==> src/hw/rtl/rsj_pkg.sv <==
// Types, codes and constant tables shared by the scroll jitter unit.
package rsj_pkg;

    localparam int AMP_W       = 4;
    localparam int SPEED_W     = 3;
    localparam int SMOOTH_W    = 3;
    localparam int CFG_DATA_W  = 4;
    localparam int BASE_W      = 5;
    localparam int POS_W       = 16;
    localparam int BYTE_W      = 8;
    localparam int MOD_STEPS   = 8;
    localparam int MOD_CNT_W   = $clog2(MOD_STEPS);

    localparam logic [AMP_W-1:0]    AMP_MAX    = 4'd8;
    localparam logic [SMOOTH_W-1:0] SMOOTH_MIN = 3'd1;
    localparam logic [SMOOTH_W-1:0] SMOOTH_MAX = 3'd4;

    localparam logic [1:0] FUNC_TICK  = 2'd0;
    localparam logic [1:0] FUNC_START = 2'd1;
    localparam logic [1:0] FUNC_STOP  = 2'd2;

    localparam logic [SPEED_W-1:0] SPEED_SLOW   = 3'd1;
    localparam logic [SPEED_W-1:0] SPEED_FAST   = 3'd3;
    localparam logic [SPEED_W-1:0] SPEED_FASTER = 3'd4;
    localparam logic [SPEED_W-1:0] SPEED_EVERY  = 3'd5;

    typedef enum logic [1:0] {
        CFG_AMP_X  = 2'd0,
        CFG_AMP_Y  = 2'd1,
        CFG_SPEED  = 2'd2,
        CFG_SMOOTH = 2'd3
    } t_cfg_idx;

    typedef struct packed {
        logic [1:0]        func;
        logic [BYTE_W-1:0] rand_pick_x;
        logic [BYTE_W-1:0] rand_gap_x;
        logic [BYTE_W-1:0] rand_pick_y;
        logic [BYTE_W-1:0] rand_gap_y;
    } t_in;

    typedef struct packed {
        logic signed [BYTE_W-1:0] offset_x;
        logic                     offset_x_written;
        logic signed [BYTE_W-1:0] offset_y;
        logic                     offset_y_written;
    } t_out;

    typedef struct packed {
        logic [AMP_W-1:0]    amplitude_x;
        logic [AMP_W-1:0]    amplitude_y;
        logic [SPEED_W-1:0]  speed_code;
        logic [SMOOTH_W-1:0] smoothness;
    } t_cfg;

    typedef enum logic [3:0] {
        OP_NOP,
        OP_CLR,
        OP_START,
        OP_STOP,
        OP_MOD_INIT,
        OP_MOD_STEP,
        OP_DIRECT,
        OP_TIMER,
        OP_DIFF,
        OP_VEL,
        OP_DAMP,
        OP_POS,
        OP_CLAMP,
        OP_DONE
    } t_op;

    typedef struct packed {
        t_op  op;
        logic axis;
    } t_ctl;

    typedef struct packed {
        logic is_start;
        logic is_stop;
        logic no_tick;
        logic amp_zero;
        logic base_zero;
        logic mod_last;
    } t_stat;

    function automatic logic [AMP_W-1:0] sat_amp(input logic [AMP_W-1:0] a);
        return (a > AMP_MAX) ? AMP_MAX : a;
    endfunction

    function automatic logic [SMOOTH_W-1:0] sat_smooth(input logic [SMOOTH_W-1:0] s);
        logic [SMOOTH_W-1:0] r;
        r = s;
        if (s < SMOOTH_MIN) r = SMOOTH_MIN;
        if (s > SMOOTH_MAX) r = SMOOTH_MAX;
        return r;
    endfunction

    // Base retarget interval in frames; axis 0 is horizontal.
    function automatic logic [BASE_W-1:0] base_interval(input logic [SPEED_W-1:0] speed,
                                                        input logic axis);
        logic [BASE_W-1:0] r;
        unique case (speed)
            SPEED_SLOW:   r = axis ? 5'd25 : 5'd20;
            SPEED_FAST:   r = axis ? 5'd6  : 5'd5;
            SPEED_FASTER: r = axis ? 5'd3  : 5'd2;
            SPEED_EVERY:  r = 5'd0;
            default:      r = axis ? 5'd12 : 5'd10;
        endcase
        return r;
    endfunction

endpackage

==> src/hw/rtl/random_spring_scroll_jitter_unit.sv <==
// Top level of the two-axis scroll jitter unit.
//
// The input channel (i_in_valid, o_in_stall, i_in) carries one item per video
// frame: a function code (tick, start or stop) and four random bytes. Each item
// gives exactly one result item on the output channel (o_out_valid,
// i_out_stall, o_out) with the horizontal and vertical offsets and their
// written flags. The configuration channel (i_cfg_valid, o_cfg_ready,
// i_cfg_index, i_cfg_data) is always ready; settings take effect at a start.
// A microcoded sequencer steps one shared datapath through both axes.
// A full spring tick runs the eight-step remainder loop and six easing
// steps per axis. One item is worked on at a time; the next item is
// accepted once the result has moved into the output register, which
// holds it while the receiver stalls.
// A stalled result blocks the next one from leaving the sequencer.
// Reset clears the sequencer and the motion state and restores the default
// configuration.
module random_spring_scroll_jitter_unit (
    input  logic                               i_clk,
    input  logic                               i_rst_n,
    input  logic                               i_in_valid,
    output logic                               o_in_stall,
    input  rsj_pkg::t_in                       i_in,
    output logic                               o_out_valid,
    input  logic                               i_out_stall,
    output rsj_pkg::t_out                      o_out,
    input  logic                               i_cfg_valid,
    output logic                               o_cfg_ready,
    input  logic [1:0]                         i_cfg_index,
    input  logic [rsj_pkg::CFG_DATA_W-1:0]     i_cfg_data
);

    rsj_pkg::t_cfg  r_cfg;
    rsj_pkg::t_out  r_out;
    logic           r_out_valid;
    rsj_pkg::t_stat stat;
    rsj_pkg::t_ctl  ctl;
    rsj_pkg::t_out  res;
    logic           load;
    logic           push;
    logic           out_free;

    assign o_cfg_ready = 1'b1;
    assign out_free    = !r_out_valid || !i_out_stall;
    assign o_out_valid = r_out_valid;
    assign o_out       = r_out;

    always_ff @(posedge i_clk) begin
        if (!i_rst_n) begin
            r_cfg.amplitude_x <= '0;
            r_cfg.amplitude_y <= '0;
            r_cfg.speed_code  <= 3'd2;
            r_cfg.smoothness  <= 3'd1;
        end else if (i_cfg_valid) begin
            unique case (i_cfg_index)
                rsj_pkg::CFG_AMP_X:  r_cfg.amplitude_x <= i_cfg_data;
                rsj_pkg::CFG_AMP_Y:  r_cfg.amplitude_y <= i_cfg_data;
                rsj_pkg::CFG_SPEED:  r_cfg.speed_code  <= i_cfg_data[rsj_pkg::SPEED_W-1:0];
                rsj_pkg::CFG_SMOOTH: r_cfg.smoothness  <= i_cfg_data[rsj_pkg::SMOOTH_W-1:0];
                default: begin
                end
            endcase
        end
    end

    always_ff @(posedge i_clk) begin
        if (!i_rst_n) begin
            r_out_valid <= 1'b0;
        end else if (push) begin
            r_out_valid <= 1'b1;
        end else if (!i_out_stall) begin
            r_out_valid <= 1'b0;
        end
    end

    always_ff @(posedge i_clk) begin
        if (push) begin
            r_out <= res;
        end
    end

    rsj_seq u_seq (
        .i_clk      (i_clk),
        .i_rst_n    (i_rst_n),
        .i_in_valid (i_in_valid),
        .i_out_free (out_free),
        .i_stat     (stat),
        .o_in_stall (o_in_stall),
        .o_load     (load),
        .o_push     (push),
        .o_ctl      (ctl)
    );

    rsj_datapath u_dp (
        .i_clk   (i_clk),
        .i_rst_n (i_rst_n),
        .i_load  (load),
        .i_in    (i_in),
        .i_cfg   (r_cfg),
        .i_ctl   (ctl),
        .o_stat  (stat),
        .o_res   (res)
    );

endmodule

==> src/hw/rtl/rsj_seq.sv <==
// Microcode sequencer: control store, step counter and conditional jumps.
module rsj_seq (
    input  logic          i_clk,
    input  logic          i_rst_n,
    input  logic          i_in_valid,
    input  logic          i_out_free,
    input  rsj_pkg::t_stat i_stat,
    output logic          o_in_stall,
    output logic          o_load,
    output logic          o_push,
    output rsj_pkg::t_ctl o_ctl
);

    typedef enum logic [3:0] {
        C_NEVER,
        C_ALWAYS,
        C_START,
        C_STOP,
        C_NOTICK,
        C_AMP0,
        C_MODLOOP,
        C_BASE0,
        C_OUTBUSY
    } t_cond;

    localparam int PC_W = 5;

    localparam logic [PC_W-1:0] S_DISP   = 5'd0;
    localparam logic [PC_W-1:0] S_AXIS_X = 5'd3;
    localparam logic [PC_W-1:0] S_LOOP_X = 5'd4;
    localparam logic [PC_W-1:0] S_AXIS_Y = 5'd12;
    localparam logic [PC_W-1:0] S_LOOP_Y = 5'd13;
    localparam logic [PC_W-1:0] S_DONE   = 5'd21;
    localparam logic [PC_W-1:0] S_START  = 5'd22;
    localparam logic [PC_W-1:0] S_STOP   = 5'd23;

    typedef struct packed {
        rsj_pkg::t_op    op;
        logic            axis;
        t_cond           cond;
        logic [PC_W-1:0] target;
    } t_uword;

    function automatic t_uword ucode(input logic [PC_W-1:0] a);
        t_uword w;
        unique case (a)
            5'd0:  w = '{rsj_pkg::OP_CLR,      1'b0, C_START,   S_START};
            5'd1:  w = '{rsj_pkg::OP_NOP,      1'b0, C_STOP,    S_STOP};
            5'd2:  w = '{rsj_pkg::OP_NOP,      1'b0, C_NOTICK,  S_DONE};
            5'd3:  w = '{rsj_pkg::OP_MOD_INIT, 1'b0, C_AMP0,    S_AXIS_Y};
            5'd4:  w = '{rsj_pkg::OP_MOD_STEP, 1'b0, C_MODLOOP, S_LOOP_X};
            5'd5:  w = '{rsj_pkg::OP_DIRECT,   1'b0, C_BASE0,   S_AXIS_Y};
            5'd6:  w = '{rsj_pkg::OP_TIMER,    1'b0, C_NEVER,   S_DISP};
            5'd7:  w = '{rsj_pkg::OP_DIFF,     1'b0, C_NEVER,   S_DISP};
            5'd8:  w = '{rsj_pkg::OP_VEL,      1'b0, C_NEVER,   S_DISP};
            5'd9:  w = '{rsj_pkg::OP_DAMP,     1'b0, C_NEVER,   S_DISP};
            5'd10: w = '{rsj_pkg::OP_POS,      1'b0, C_NEVER,   S_DISP};
            5'd11: w = '{rsj_pkg::OP_CLAMP,    1'b0, C_NEVER,   S_DISP};
            5'd12: w = '{rsj_pkg::OP_MOD_INIT, 1'b1, C_AMP0,    S_DONE};
            5'd13: w = '{rsj_pkg::OP_MOD_STEP, 1'b1, C_MODLOOP, S_LOOP_Y};
            5'd14: w = '{rsj_pkg::OP_DIRECT,   1'b1, C_BASE0,   S_DONE};
            5'd15: w = '{rsj_pkg::OP_TIMER,    1'b1, C_NEVER,   S_DISP};
            5'd16: w = '{rsj_pkg::OP_DIFF,     1'b1, C_NEVER,   S_DISP};
            5'd17: w = '{rsj_pkg::OP_VEL,      1'b1, C_NEVER,   S_DISP};
            5'd18: w = '{rsj_pkg::OP_DAMP,     1'b1, C_NEVER,   S_DISP};
            5'd19: w = '{rsj_pkg::OP_POS,      1'b1, C_NEVER,   S_DISP};
            5'd20: w = '{rsj_pkg::OP_CLAMP,    1'b1, C_NEVER,   S_DISP};
            5'd21: w = '{rsj_pkg::OP_DONE,     1'b0, C_OUTBUSY, S_DONE};
            5'd22: w = '{rsj_pkg::OP_START,    1'b0, C_ALWAYS,  S_DONE};
            5'd23: w = '{rsj_pkg::OP_STOP,     1'b0, C_ALWAYS,  S_DONE};
            default: w = '{rsj_pkg::OP_DONE,   1'b0, C_OUTBUSY, S_DONE};
        endcase
        return w;
    endfunction

    logic            r_busy;
    logic [PC_W-1:0] r_pc;
    t_uword          uw;
    logic            take;
    logic            done_step;

    always_comb begin
        uw = ucode(r_pc);
        unique case (uw.cond)
            C_NEVER:   take = 1'b0;
            C_ALWAYS:  take = 1'b1;
            C_START:   take = i_stat.is_start;
            C_STOP:    take = i_stat.is_stop;
            C_NOTICK:  take = i_stat.no_tick;
            C_AMP0:    take = i_stat.amp_zero;
            C_MODLOOP: take = !i_stat.mod_last;
            C_BASE0:   take = i_stat.base_zero;
            C_OUTBUSY: take = !i_out_free;
            default:   take = 1'b0;
        endcase
    end

    assign done_step  = r_busy && (uw.op == rsj_pkg::OP_DONE);
    assign o_push     = done_step && i_out_free;
    assign o_in_stall = r_busy;
    assign o_load     = i_in_valid && !r_busy;
    assign o_ctl.op   = r_busy ? uw.op : rsj_pkg::OP_NOP;
    assign o_ctl.axis = uw.axis;

    always_ff @(posedge i_clk) begin
        if (!i_rst_n) begin
            r_busy <= 1'b0;
            r_pc   <= S_DISP;
        end else if (!r_busy) begin
            if (i_in_valid) begin
                r_busy <= 1'b1;
                r_pc   <= S_DISP;
            end
        end else if (o_push) begin
            r_busy <= 1'b0;
            r_pc   <= S_DISP;
        end else begin
            r_pc <= take ? uw.target : r_pc + 5'd1;
        end
    end

endmodule

==> src/hw/rtl/rsj_datapath.sv <==
// Shared datapath: axis state, remainder unit, timer, spring easing and clamp.
module rsj_datapath (
    input  logic           i_clk,
    input  logic           i_rst_n,
    input  logic           i_load,
    input  rsj_pkg::t_in   i_in,
    input  rsj_pkg::t_cfg  i_cfg,
    input  rsj_pkg::t_ctl  i_ctl,
    output rsj_pkg::t_stat o_stat,
    output rsj_pkg::t_out  o_res
);

    rsj_pkg::t_in                      r_in;
    rsj_pkg::t_out                     r_res;
    logic                              r_running;
    logic [rsj_pkg::AMP_W-1:0]         r_lamp   [2];
    logic [rsj_pkg::BASE_W-1:0]        r_lbase  [2];
    logic [rsj_pkg::SMOOTH_W-1:0]      r_lsmooth;
    logic [rsj_pkg::POS_W-1:0]         r_tgt    [2];
    logic [rsj_pkg::POS_W-1:0]         r_cur    [2];
    logic [rsj_pkg::POS_W-1:0]         r_vel    [2];
    logic [rsj_pkg::BYTE_W-1:0]        r_timer  [2];
    logic [rsj_pkg::BYTE_W-1:0]        r_gap    [2];
    logic [rsj_pkg::POS_W-1:0]         r_tmp;
    logic [rsj_pkg::AMP_W-1:0]         r_rem;
    logic [rsj_pkg::BYTE_W-1:0]        r_dvd;
    logic [rsj_pkg::MOD_CNT_W-1:0]     r_mcnt;

    logic                              ax;
    logic [rsj_pkg::AMP_W-1:0]         amp_c;
    logic [rsj_pkg::AMP_W-2:0]         half_c;
    logic [rsj_pkg::BASE_W-1:0]        base_c;
    logic [rsj_pkg::BYTE_W-1:0]        pick_c;
    logic [rsj_pkg::BYTE_W-1:0]        gapin_c;
    logic [rsj_pkg::BYTE_W-1:0]        rel_c;
    logic [rsj_pkg::BYTE_W-1:0]        span_c;
    logic [rsj_pkg::AMP_W:0]           mod_t;
    logic [rsj_pkg::AMP_W:0]           dvs_c;
    logic [rsj_pkg::AMP_W:0]           mod_n;
    logic [rsj_pkg::BYTE_W-1:0]        timer_n;
    logic [rsj_pkg::BYTE_W-1:0]        gap_n;
    logic [rsj_pkg::SMOOTH_W-1:0]      sh_c;
    logic [rsj_pkg::POS_W-1:0]         diff_c;
    logic [rsj_pkg::POS_W-1:0]         acc_c;
    logic [rsj_pkg::POS_W-1:0]         prod_c;
    logic [rsj_pkg::POS_W-1:0]         damp_c;
    logic [rsj_pkg::POS_W-1:0]         hi_c;
    logic [rsj_pkg::POS_W-1:0]         lo_c;
    logic [rsj_pkg::POS_W-1:0]         clip_a;
    logic [rsj_pkg::POS_W-1:0]         clip_b;
    logic [rsj_pkg::AMP_W-1:0]         sat_x;
    logic [rsj_pkg::AMP_W-1:0]         sat_y;
    logic [rsj_pkg::BASE_W-1:0]        bx_c;
    logic [rsj_pkg::BASE_W-1:0]        by_c;

    always_comb begin
        ax      = i_ctl.axis;
        amp_c   = r_lamp[ax];
        half_c  = amp_c[rsj_pkg::AMP_W-1:1];
        base_c  = r_lbase[ax];
        pick_c  = ax ? r_in.rand_pick_y : r_in.rand_pick_x;
        gapin_c = ax ? r_in.rand_gap_y  : r_in.rand_gap_x;
        rel_c   = {4'd0, r_rem} - {5'd0, half_c};
        span_c  = {4'd0, amp_c} - {5'd0, half_c};

        mod_t = {r_rem, r_dvd[rsj_pkg::BYTE_W-1]};
        dvs_c = {1'b0, amp_c} + 5'd1;
        mod_n = (mod_t >= dvs_c) ? mod_t - dvs_c : mod_t;

        timer_n = r_timer[ax] + 8'd1;
        gap_n   = {3'd0, base_c} + {5'd0, gapin_c[2:0]};

        sh_c   = r_lsmooth + 3'd1;
        diff_c = r_tgt[ax] - r_cur[ax];
        acc_c  = rsj_pkg::POS_W'($signed(diff_c) >>> sh_c);
        prod_c = {r_vel[ax][rsj_pkg::POS_W-4:0], 3'b000} - r_vel[ax];
        damp_c = rsj_pkg::POS_W'($signed(prod_c) >>> 3);

        hi_c   = {span_c, 8'h00};
        lo_c   = 16'd0 - {5'd0, half_c, 8'h00};
        clip_a = ($signed(r_cur[ax]) > $signed(hi_c)) ? hi_c : r_cur[ax];
        clip_b = ($signed(clip_a) < $signed(lo_c)) ? lo_c : clip_a;

        sat_x = rsj_pkg::sat_amp(i_cfg.amplitude_x);
        sat_y = rsj_pkg::sat_amp(i_cfg.amplitude_y);
        bx_c  = rsj_pkg::base_interval(i_cfg.speed_code, 1'b0);
        by_c  = rsj_pkg::base_interval(i_cfg.speed_code, 1'b1);
    end

    assign o_stat.is_start  = r_in.func == rsj_pkg::FUNC_START;
    assign o_stat.is_stop   = r_in.func == rsj_pkg::FUNC_STOP;
    assign o_stat.no_tick   = (r_in.func != rsj_pkg::FUNC_TICK) || !r_running;
    assign o_stat.amp_zero  = amp_c == '0;
    assign o_stat.base_zero = base_c == '0;
    assign o_stat.mod_last  = r_mcnt == rsj_pkg::MOD_CNT_W'(rsj_pkg::MOD_STEPS - 1);
    assign o_res = r_res;

    always_ff @(posedge i_clk) begin
        if (i_load) begin
            r_in <= i_in;
        end
        unique case (i_ctl.op)
            rsj_pkg::OP_CLR: begin
                r_res <= '0;
            end
            rsj_pkg::OP_START: begin
                r_res.offset_x_written <= sat_x != '0;
                r_res.offset_y_written <= sat_y != '0;
            end
            rsj_pkg::OP_STOP: begin
                r_res.offset_x_written <= r_lamp[0] != '0;
                r_res.offset_y_written <= r_lamp[1] != '0;
            end
            rsj_pkg::OP_MOD_INIT: begin
                r_rem <= '0;
                r_dvd <= pick_c;
            end
            rsj_pkg::OP_MOD_STEP: begin
                r_rem <= mod_n[rsj_pkg::AMP_W-1:0];
                r_dvd <= {r_dvd[rsj_pkg::BYTE_W-2:0], 1'b0};
            end
            rsj_pkg::OP_DIRECT: begin
                if (base_c == '0) begin
                    if (ax) begin
                        r_res.offset_y         <= rel_c;
                        r_res.offset_y_written <= 1'b1;
                    end else begin
                        r_res.offset_x         <= rel_c;
                        r_res.offset_x_written <= 1'b1;
                    end
                end
            end
            rsj_pkg::OP_DIFF: begin
                r_tmp <= acc_c;
            end
            rsj_pkg::OP_CLAMP: begin
                if (ax) begin
                    r_res.offset_y         <= clip_b[15:8];
                    r_res.offset_y_written <= 1'b1;
                end else begin
                    r_res.offset_x         <= clip_b[15:8];
                    r_res.offset_x_written <= 1'b1;
                end
            end
            default: begin
            end
        endcase
    end

    always_ff @(posedge i_clk) begin
        if (!i_rst_n) begin
            r_running <= 1'b0;
            r_lsmooth <= '0;
            r_mcnt    <= '0;
            for (int i = 0; i < 2; i++) begin
                r_lamp[i]  <= '0;
                r_lbase[i] <= '0;
                r_tgt[i]   <= '0;
                r_cur[i]   <= '0;
                r_vel[i]   <= '0;
                r_timer[i] <= '0;
                r_gap[i]   <= '0;
            end
        end else begin
            unique case (i_ctl.op)
                rsj_pkg::OP_START: begin
                    r_running  <= 1'b1;
                    r_lamp[0]  <= sat_x;
                    r_lamp[1]  <= sat_y;
                    r_lbase[0] <= bx_c;
                    r_lbase[1] <= by_c;
                    r_lsmooth  <= rsj_pkg::sat_smooth(i_cfg.smoothness);
                    r_gap[0]   <= {3'd0, bx_c};
                    r_gap[1]   <= {3'd0, by_c};
                    for (int i = 0; i < 2; i++) begin
                        r_tgt[i]   <= '0;
                        r_cur[i]   <= '0;
                        r_vel[i]   <= '0;
                        r_timer[i] <= '0;
                    end
                end
                rsj_pkg::OP_STOP: begin
                    r_running <= 1'b0;
                end
                rsj_pkg::OP_MOD_INIT: begin
                    r_mcnt <= '0;
                end
                rsj_pkg::OP_MOD_STEP: begin
                    r_mcnt <= r_mcnt + 1'b1;
                end
                rsj_pkg::OP_TIMER: begin
                    if (timer_n >= r_gap[ax]) begin
                        r_tgt[ax]   <= {rel_c, 8'h00};
                        r_gap[ax]   <= gap_n;
                        r_timer[ax] <= '0;
                    end else begin
                        r_timer[ax] <= timer_n;
                    end
                end
                rsj_pkg::OP_VEL: begin
                    r_vel[ax] <= r_vel[ax] + r_tmp;
                end
                rsj_pkg::OP_DAMP: begin
                    r_vel[ax] <= damp_c;
                end
                rsj_pkg::OP_POS: begin
                    r_cur[ax] <= r_cur[ax] + r_vel[ax];
                end
                rsj_pkg::OP_CLAMP: begin
                    r_cur[ax] <= clip_b;
                end
                default: begin
                end
            endcase
        end
    end

endmodule

==> config.mk <==
export PLATFORM = sky130hd
export DESIGN_NAME = random_spring_scroll_jitter_unit
export DESIGN_NICKNAME = d
export VERILOG_FILES = /design/src/hw/rtl/rsj_pkg.sv /design/src/hw/rtl/random_spring_scroll_jitter_unit.sv /design/src/hw/rtl/rsj_seq.sv /design/src/hw/rtl/rsj_datapath.sv
export SDC_FILE = /design/constraint.sdc
export NUM_CORES = 1
export LEC_CHECK = 0
export BUFFER_PORTS_ARGS = -buffer_cell sky130_fd_sc_hd__buf_2
export CORE_UTILIZATION = 65
export CTS_CLUSTER_SIZE = 24
export DETAILED_ROUTE_END_ITERATION = 16
export GPL_ROUTABILITY_DRIVEN = 0
export HOLD_SLACK_MARGIN = 0.06
export PLACE_DENSITY_LB_ADDON = 0.25
export RECOVER_POWER = 50
export SETUP_SLACK_MARGIN = 0.1
export SKIP_CTS_REPAIR_TIMING = 1
export SLEW_MARGIN = 25
export SYNTH_ARGS = -nofsm -noshare
export SYNTH_HDL_FRONTEND = slang
export SYNTH_HIERARCHICAL = 1
export SYNTH_SLANG_ARGS = --single-unit
export TNS_END_PERCENT = 50
==> constraint.sdc <==
create_clock -name i_clk -period 18.7 [get_ports i_clk]
set_input_delay 1.87 -clock i_clk [delete_from_list [all_inputs] [get_ports i_clk]]
set_output_delay 1.87 -clock i_clk [all_outputs]
set_load 0.01 [all_outputs]
==> impl_metrics.json, run 1 <==
{
  "clk_pin_slew_ps": 60,
  "finalCritPeriodShare": 0.5527,
  "ys_async_sr_fraction": 0,
  "slew_viol_final": 184,
  "design_area_mm2": 0.01699,
  "synth_area_per_cell_um2": 10.57,
  "leakagePower_nw": 6.665,
  "wire_per_inst_um": 19.16,
  "ys.flop_type": "edfxtp_1",
  "drive_gt1_frac": 0.09780,
  "dr.first_iter.drc_count": 934,
  "worstSetupStartpointType": "flip-flop",
  "fin_skew_ps": 21.39,
  "cp_slowest_cell": "clkbuf_1",
  "core-area_mm2": 0.02354,
  "place_inst": 1815,
  "sw_frac_of_total": 0.2828,
  "critPathRequiredTime_ps": 19000,
  "final.min_clock_period_ps": 10340,
  "cellPowerDensity_mw_per_mm2": 89.65,
  "synth_most_common_cell": "edfxtp_1",
  "rows": 56,
  "synth_edf_count": 207,
  "setup_violations": 0,
  "ys_warn_count": 6,
  "root_buffer": "clkbuf_16",
  "arrival_ps": 10630,
  "switching_power_w": 0.0004308,
  "grt.total_usage": 0.2972,
  "crit_path_max_incr_delay_ps": 2350,
  "path_delay_family": "buffers and inverters",
  "cts_made_buffers": 26,
  "crit_chain": "clkbuf_1 > clkbuf_1 > mux2i_1 > inv_1 > ha_1 > a21o_1 > a21oi_1 > nand3b_1 > nand3_1 > and2_1 > ha_1 > o21a_1 > o21a_1 > o2111ai_1 > a21oi_1 > or2_1 > a31oi_1 > o22ai_1",
  "ir_drop_v": 0.00008375,
  "syn_area_mm2": 0.01568,
  "place.detailed.hpwl_um": 25780,
  "routed_wl_um": 35700,
  "post-synth-top-area-fraction": 0.3963,
  "fp.dieW_um": 157.3,
  "violations": "max-capacitance violations, max-slew violations",
  "diodes": 0,
  "comb_power_share": 0.224,
  "power.total_w": 0.001523,
  "grt_remaining_overflow": 0,
  "htreeDepth": 1,
  "cts_buffer_depth": 3,
  "p_int_w": 0.001092,
  "critPathMaxFanout": 43,
  "pin_count": 66,
  "numClockSinks": 249,
  "hold_violations": 0,
  "place_area_mm2": 0.01619,
  "endpoint_kind": "flip-flop",
  "grt_setup_unrepaired": "false",
  "grt_pass1_vias": 11593,
  "syn2layout_area_growth_pct": 8.328,
  "yosys-top-cells-area": "edfxtp_1 (40%), ha_1 (8.3%), dfxtp_1 (5.4%)",
  "tritoncts": "done",
  "netlist_instances": 1484,
  "fin_cells": 1863,
  "fin_nets": 1679,
  "vias_per_cell": 6.382,
  "synth-seq-cells": 249,
  "grt_start_max_net_pins": 44,
  "netlist_top_cells_count": "edfxtp_1 (207), nor2_1 (118), ha_1 (104)",
  "p_seq_frac": 0.423,
  "ant_nets": 0,
  "relSlewSlack": -1.175,
  "drv_cap": 6,
  "drcViolationCount": 0,
  "die_h_um": 157.3,
  "insertion_delay_ps": 540,
  "clock_power_share": 0.353,
  "nFillCells": 1762,
  "yosysTopAreaCell": "edfxtp_1",
  "path_class": "reg -> reg",
  "worstMarginPinSlew_ps": 3262,
  "synth-seq-area-share": 0.4499,
  "status": "complete, but fails checks",
  "start_util": 0.6662,
  "grt_pass1_wl_um": 57770,
  "synth.distinct_cells": 105,
  "utilization": 0.7217,
  "path_buf_inv": 3,
  "drt_first_pass_iters": 6,
  "fmax_mhz": 96.75,
  "hold_path.class": "reg -> reg",
  "grt_antenna_before_repair": 0,
  "tns_ps": 0,
  "die_area_mm2": 0.02475,
  "io_buffers": 54,
  "vias": 11889
}
cells in the final DEF (no fill, tap or decap), types with 8 or more instances in the layout:
cell type	netlist	final
mux2_2	21	20
inv_1	84	84
dfxtp_1	42	41
nor2_1	118	118
conb_1	3	9
o21ai_0	50	51
o22ai_1	8	8
xor2_1	22	21
nand3_1	39	39
ha_1	104	104
a211oi_1	24	24
a21oi_1	90	90
nor2b_1	21	21
xnor2_1	32	33
clkbuf_16	0	27
clkbuf_1	32	29
and3_1	17	17
nor3_1	60	61
nor3b_1	9	9
or3_1	12	12
a21o_1	24	24
nand2b_1	11	11
nand2_1	96	96
and2_1	13	8
o21a_1	24	24
clkinv_2	0	8
buf_2	15	32
a31oi_1	18	18
edfxtp_1	207	207
mux2i_1	77	78
clkinv_1	3	8
o31ai_1	21	21
cell families (layout without fill, tap and decap cells):
kind of cell / after synthesis / after routing / share of synthesized area
compound gates: 354 / 354 / 0.1587
mux: 107 / 107 / 0.07547
buf+inv: 145 / 199 / 0.03925
fa+ha+maj: 110 / 110 / 0.09063
flops: 249 / 249 / 0.4499
simple gates: 461 / 461 / 0.1541
xor+xnor: 55 / 55 / 0.03119
other cells: 3 / 9 / 0.0007179
worst register-to-register path: stages (launching register included):
cell and delay [ps]:
dfxtp_1 620, clkbuf_1 2350, clkbuf_1 2040, mux2i_1 710, inv_1 330, ha_1 290, a21o_1 190, a21oi_1 360
nand3b_1 420, nand3_1 280, and2_1 160, ha_1 130, o21a_1 120, o21a_1 120, o2111ai_1 140, a21oi_1 550
or2_1 650, a31oi_1 290, o22ai_1 330
per-stage QoR:
| step | hold WS, ps | worst slack (ps) |
|---|---|---|
| 2_1_floorplan | 400.3 | 12700 |
| 3_3_place_gp | 402.1 | 12100 |
| 3_5_place_dp | 404.5 | 12040 |
| 4_1_cts | 418.9 | 11990 |
| 5_1_grt | 422.7 | 7597 |
| 6_report | 414.7 | 8364 |
metal layers:
layer,up-vias,share of wire,track usage
met1,5714,0.42,0.3792
met5,-,0,0
met3,77,0.062,0.02726
li1,5665,-,-
met4,0,0.033,0.1082
met2,433,0.49,0.5249
path summary, 6_finish.rpt:
kind,depth (start not counted),endpoint,slack [ps],from
max,18,u_dp/o_res[1]$_DFFE_PP_,8360,u_seq/uw[9]$_DFF_P_
min,0,o_out[1]$_DFFE_PP_,410,u_dp/o_res[1]$_DFFE_PP_
max reg2reg,18,u_dp/o_res[1]$_DFFE_PP_,8360,u_seq/uw[9]$_DFF_P_
min reg2reg,0,o_out[1]$_DFFE_PP_,410,u_dp/o_res[1]$_DFFE_PP_
state kept, by name (all words and copies together) (netlist names), 10 cells and up:
register and flops:
o_out 18, r_cfg 14, u_dp/o_res 18, u_dp/r_cur 32, u_dp/r_gap 12, u_dp/r_in 24, u_dp/r_tgt 10, u_dp/r_timer 16
u_dp/r_tmp 16, u_dp/r_vel 32, u_seq/uw 14
area by class of cell:
type	count	area, um^2	area share
multi-input cells	1096	8011	0.4715
inverters	88	330.3	0.01944
flip-flops and latches	249	7058	0.4154
well taps	319	399.1	0.02349
clock buffers	29	683.2	0.04021
clock inverters	19	216.5	0.01274
repair buffers	63	291.5	0.01716
power groups by stage:
| stage | clock (W) | combinational, W | sequential (W) |
|---|---|---|---|
| after detailed placement | 0 | 0.000332 | 0.000656 |
| after global routing | 0.000567 | 0.000374 | 0.000647 |
| after floorplan | 0 | 0.000263 | 0.000651 |
| after CTS | 0.000546 | 0.000336 | 0.000644 |
| after global placement | 0 | 0.000320 | 0.000654 |
| final | 0.000538 | 0.000341 | 0.000644 |
(Power assumes the default switching activity.)
==> run 2: changes to the inputs <==
CORE_UTILIZATION = 57   (was 65)
clock period = 8.3 ns   (was 18.7 ns; I/O delays follow)
==> run 2 against run 1 <==
The flow still finishes with violations (max-capacitance violations, max-slew violations). Die area grew 14%. Clock skew shrank 13 ps. Combinational power grew 120%. Clock-buffer cell count grew 4. Routed wire length grew 2.0%. Critical path depth is the same. Setup slack lost 7000 ps. Hold slack gained 1.5 ps. Highest routed layer unchanged.
==> impl_metrics.json, run 2 (synthesis gave the netlist of run 1 again) <==
{
  "status": "complete, but fails checks",
  "violations": "max-capacitance violations, max-slew violations",
  "final.min_clock_period_ps": 6900,
  "crit_path_max_incr_delay_ps": 1350,
  "clock_power_share": 0.366,
  "reg2reg_slack_ps": 1400,
  "path_delay_family": "compound AO/OA/AOI/OAI gates",
  "die_h_um": 167.9,
  "grt_remaining_overflow": 0,
  "layout_commonest_cell": "edfxtp_1",
  "diodes": 0,
  "sw_frac_of_total": 0.2856,
  "grt.total_usage": 0.2582,
  "p_seq_frac": 0.417,
  "drv_cap": 5,
  "wire_per_inst_um": 19.30,
  "cts_buffer_depth": 3,
  "syn2layout_area_growth_pct": 9.023,
  "grt_setup_unrepaired": "false",
  "rows": 60,
  "vias_per_cell": 6.275,
  "grt_antenna_before_repair": 0,
  "leakagePower_nw": 6.702,
  "place.detailed.hpwl_um": 26110,
  "die_area_mm2": 0.02818,
  "place_inst": 1838,
  "drive_gt1_frac": 0.1022,
  "slew_viol_final": 146,
  "switching_power_w": 0.0009984,
  "core-area_mm2": 0.02695,
  "hold_path.class": "reg -> reg",
  "root_buffer": "clkbuf_16",
  "utilization": 0.6344,
  "whs_ps": 416.1,
  "reg.largest.list": "u_dp/r_cur (32), u_dp/r_vel (32), u_dp/r_in (24)",
  "fin_skew_ps": 7.896,
  "grt_pass1_wl_um": 58310,
  "drt_first_pass_iters": 5,
  "comb_power_share": 0.217,
  "p_int_w": 0.002497,
  "critPathMaxFanout": 30,
  "numClockSinks": 249,
  "arrival_ps": 7170,
  "start_util": 0.5819,
  "fp.dieW_um": 167.9,
  "ant_nets": 0,
  "tritoncts": "done",
  "drcViolationCount": 0,
  "endpoint_kind": "flip-flop",
  "path_buf_inv": 2,
  "dr.first_iter.drc_count": 1119,
  "fin_cells": 1887,
  "critPathRequiredTime_ps": 8570,
  "worstSetupStartpointType": "flip-flop",
  "insertion_delay_ps": 550,
  "relSlewSlack": -0.6496,
  "htreeDepth": 1,
  "clk_pin_slew_ps": 60,
  "routed_wl_um": 36410,
  "cts_made_buffers": 27,
  "io_buffers": 54,
  "ir_drop_v": 0.0001740,
  "grt_start_max_net_pins": 38,
  "vias": 11840,
  "crit_chain": "clkbuf_1 > mux2i_1 > inv_1 > ha_1 > and3_1 > nand3_1 > nor4_4 > a211oi_4 > nand3_1 > and2_1 > ha_1 > o21a_1 > o21a_1 > o2111ai_1 > a21oi_1 > or2_1 > nor2_1 > o32ai_1",
  "mostFrequentLayoutCells": "edfxtp_1 (207), nor2_1 (118), ha_1 (104)",
  "grt_pass1_vias": 11484,
  "fin_nets": 1681,
  "fmax_mhz": 144.9,
  "pin_count": 66,
  "finalCritPeriodShare": 0.8314,
  "tns_ps": 0,
  "hold_violations": 0,
  "cp_slowest_cell": "clkbuf_1",
  "setup_violations": 0,
  "path_class": "reg -> reg",
  "worstMarginPinSlew_ps": 2474,
  "cellPowerDensity_mw_per_mm2": 204.4
}
-- run 2: stage by stage --
stage	power (W)	worst slack [ps]	instance area, um^2
after floorplan	0.002059	2304	15710
final	0.003496	1400	17100
after CTS	0.003513	1791	17180
after global routing	0.003647	895.8	17100
after global placement	0.002203	1945	16210
after detailed placement	0.002227	1876	16230
-- run 2: layer usage --
| metal | up-vias | wire, um | global-route usage |
|---|---|---|---|
| met5 | - | 0 | 0 |
| met4 | 0 | 1304 | 0.09733 |
| met3 | 75 | 2231 | 0.03009 |
| met2 | 433 | 17440 | 0.4422 |
| met1 | 5673 | 15440 | 0.3367 |
| li1 | 5659 | - | - |
-- run 2: path summary, 6_finish.rpt --
kind | start | end | depth (start not counted)
hold / removal | u_dp/o_res[5]$_DFFE_PP_ | o_out[5]$_DFFE_PP_ | 0
hold reg to reg | u_dp/o_res[5]$_DFFE_PP_ | o_out[5]$_DFFE_PP_ | 0
setup reg to reg | u_seq/uw[9]$_DFF_P_ | u_dp/o_res[13]$_DFFE_PP_ | 18
setup / recovery | u_seq/uw[9]$_DFF_P_ | u_dp/o_res[13]$_DFFE_PP_ | 18
-- run 2: area by class of cell --
cell class | count | area, um^2
clock buffers | 33 | 729.5
clock inverters | 16 | 225.2
fillers | 2187 | 9852
inverters | 88 | 330.3
multi-input cells | 1096 | 8026
flip-flops and latches | 249 | 7061
well taps | 341 | 426.7
repair buffers | 64 | 300.3
-- run 2: worst reg2reg max path: stages, from the launching register on --
cell	delay, ps
dfxtp_4	710
clkbuf_1	1370
mux2i_1	450
inv_1	140
ha_1	300
and3_1	170
nand3_1	130
nor4_4	60
a211oi_4	430
nand3_1	210
and2_1	190
ha_1	270
o21a_1	110
o21a_1	110
o2111ai_1	130
a21oi_1	520
or2_1	710
nor2_1	80
o32ai_1	510
-- run 2: power by group through the flow --
stage / combinational (W) / sequential, W / clock (W)
after floorplan: 0.000592 / 0.00147 / 0
after global placement: 0.000723 / 0.00148 / 0
after detailed placement: 0.000744 / 0.00148 / 0
after CTS: 0.000751 / 0.00146 / 0.00130
after global routing: 0.000835 / 0.00146 / 0.00135
final: 0.000758 / 0.00146 / 0.00128
==> run 3: changes to the inputs <==
clock period = 5.7 ns   (was 8.3 ns; I/O delays follow)
==> run 3 against run 2 <==
The flow still finishes with violations (max-capacitance violations, max-slew violations). Power grew 45%. Sequential cell count is the same. Utilization up 0.52 points. Die area did not move. Clock-buffer cell count rose by 5. Combinational power is 50% higher. Largest cell class unchanged. Cell area rose by 0.81%.
==> impl_metrics.json, run 3 (synthesis gave the netlist of run 1 again) <==
{
  "grt.total_usage": 0.2595,
  "crit_path_max_incr_delay_ps": 470,
  "endpoint_kind": "flip-flop",
  "cp_slowest_cell": "fa_1",
  "fmax_mhz": 186.0,
  "worstSetupStartpointType": "flip-flop",
  "place.detailed.hpwl_um": 26450,
  "pin_count": 66,
  "slew_viol_final": 54,
  "finalCritPeriodShare": 0.9433,
  "rows": 60,
  "hold_path.class": "in -> reg",
  "dr.first_iter.drc_count": 1015,
  "diodes": 0,
  "design_area_mm2": 0.01724,
  "vias": 11832,
  "final.min_clock_period_ps": 5377,
  "insertion_delay_ps": 550,
  "leakagePower_nw": 6.774,
  "reg.largest.list": "u_dp/r_cur (32), u_dp/r_vel (32), u_dp/r_in (24)",
  "ir_drop_v": 0.0002218,
  "grt_start_max_net_pins": 47,
  "utilization": 0.6396,
  "tritoncts": "done",
  "path_delay_family": "compound AO/OA/AOI/OAI gates",
  "path_class": "reg -> reg",
  "start_util": 0.5819,
  "crit_chain": "mux2_2 > inv_1 > ha_1 > inv_1 > fa_1 > inv_1 > ha_1 > nor2b_1 > o21a_1 > o21ai_0 > nand3b_1 > buf_4 > a21oi_1 > ha_1 > a21o_1 > a2111oi_4 > a21oi_2 > or2_1 > buf_4 > a311oi_1 > nor3_1",
  "cts_made_buffers": 28,
  "core-area_mm2": 0.02695,
  "numClockSinks": 249,
  "critPathMaxFanout": 14,
  "grt_pass1_vias": 11530,
  "drv_cap": 2,
  "fin_skew_ps": 24.53,
  "arrival_ps": 5650,
  "die_area_mm2": 0.02818,
  "mostFrequentLayoutCells": "edfxtp_1 (207), nor2_1 (118), ha_1 (104)",
  "io_buffers": 54,
  "ant_nets": 0,
  "grt_remaining_overflow": 0,
  "grt_setup_unrepaired": "true",
  "drt_first_pass_iters": 6,
  "grt_antenna_before_repair": 0,
  "place_area_mm2": 0.01636,
  "fin_nets": 1699,
  "grt_pass1_wl_um": 58640,
  "drcViolationCount": 0,
  "violations": "max-capacitance violations, max-slew violations",
  "relSlewSlack": -0.3353,
  "drive_gt1_frac": 0.1143,
  "cts_buffer_depth": 3,
  "routed_wl_um": 36990,
  "clk_pin_slew_ps": 60,
  "wire_per_inst_um": 19.40,
  "hold_violations": 0,
  "root_buffer": "clkbuf_16",
  "setup_violations": 0,
  "whs_ps": 207.4,
  "syn2layout_area_growth_pct": 9.908,
  "status": "complete, but fails checks",
  "layout_commonest_cell": "edfxtp_1",
  "cellPowerDensity_mw_per_mm2": 294.9,
  "htreeDepth": 1,
  "fp.dieW_um": 167.9,
  "nFillCells": 2134,
  "vias_per_cell": 6.205,
  "path_buf_inv": 5,
  "worstMarginPinSlew_ps": 1996,
  "die_h_um": 167.9,
  "critPathRequiredTime_ps": 5970
}
[run 3: cell types whose count changed in the layout (fill, tap and decap cells not counted), sizes merged]
cell	delta
buf	+16
bufinv	-2
clkbuf	+6
clkinv	-1
clkinvlp	+1
[run 3: cell type report]
cell class | instances | area, um^2 | area share
multi-input combinational | 1096 | 8043 | 0.4666
sequential | 249 | 7061 | 0.4096
clock buffer | 38 | 789.5 | 0.04580
timing repair buffer | 81 | 436.7 | 0.02533
tap | 341 | 426.7 | 0.02475
inverter | 88 | 330.3 | 0.01916
clock inverter | 14 | 151.4 | 0.008783
[run 3: worst paths after layout]
kind	startpoint	endpoint	slack [ps]	cells past startpoint
max	u_seq/uw[9]$_DFF_P_	u_dp/r_cur[0][12]$_SDFFCE_PN0P_	320	21
min	i_in[27]	u_dp/r_in[27]$_DFFE_PP_	210	1
max reg2reg	u_seq/uw[9]$_DFF_P_	u_dp/r_cur[0][12]$_SDFFCE_PN0P_	320	21
min reg2reg	u_dp/o_res[3]$_DFFE_PP_	o_out[3]$_DFFE_PP_	420	0
[run 3: report_power, final]
part / internal, W / switching, W
sequential: 0.00207 / 0.0000432
clock: 0.00110 / 0.000725
combinational: 0.000443 / 0.000698
[run 3: metrics by stage]
stage | TNS, ps | std cells | power (W) | setup slack [ps]
finish | 0 | 1907 | 0.005084 | 323.2
global route | -2.168 | 1907 | 0.005299 | -2.168
CTS | 0 | 1904 | 0.005095 | 269.8
detailed placement | 0 | 1852 | 0.003263 | 312.1
global placement | 0 | 1852 | 0.003230 | 448.6
floorplan | 0 | 1490 | 0.003007 | 92.11
[run 3: layer usage]
| metal | GRT usage | up-vias | share of wire |
|---|---|---|---|
| met5 | 0 | - | 0 |
| met4 | 0.1105 | 0 | 0.042 |
| met3 | 0.02539 | 88 | 0.048 |
| met2 | 0.4406 | 363 | 0.48 |
| met1 | 0.3396 | 5686 | 0.43 |
| li1 | - | 5695 | - |
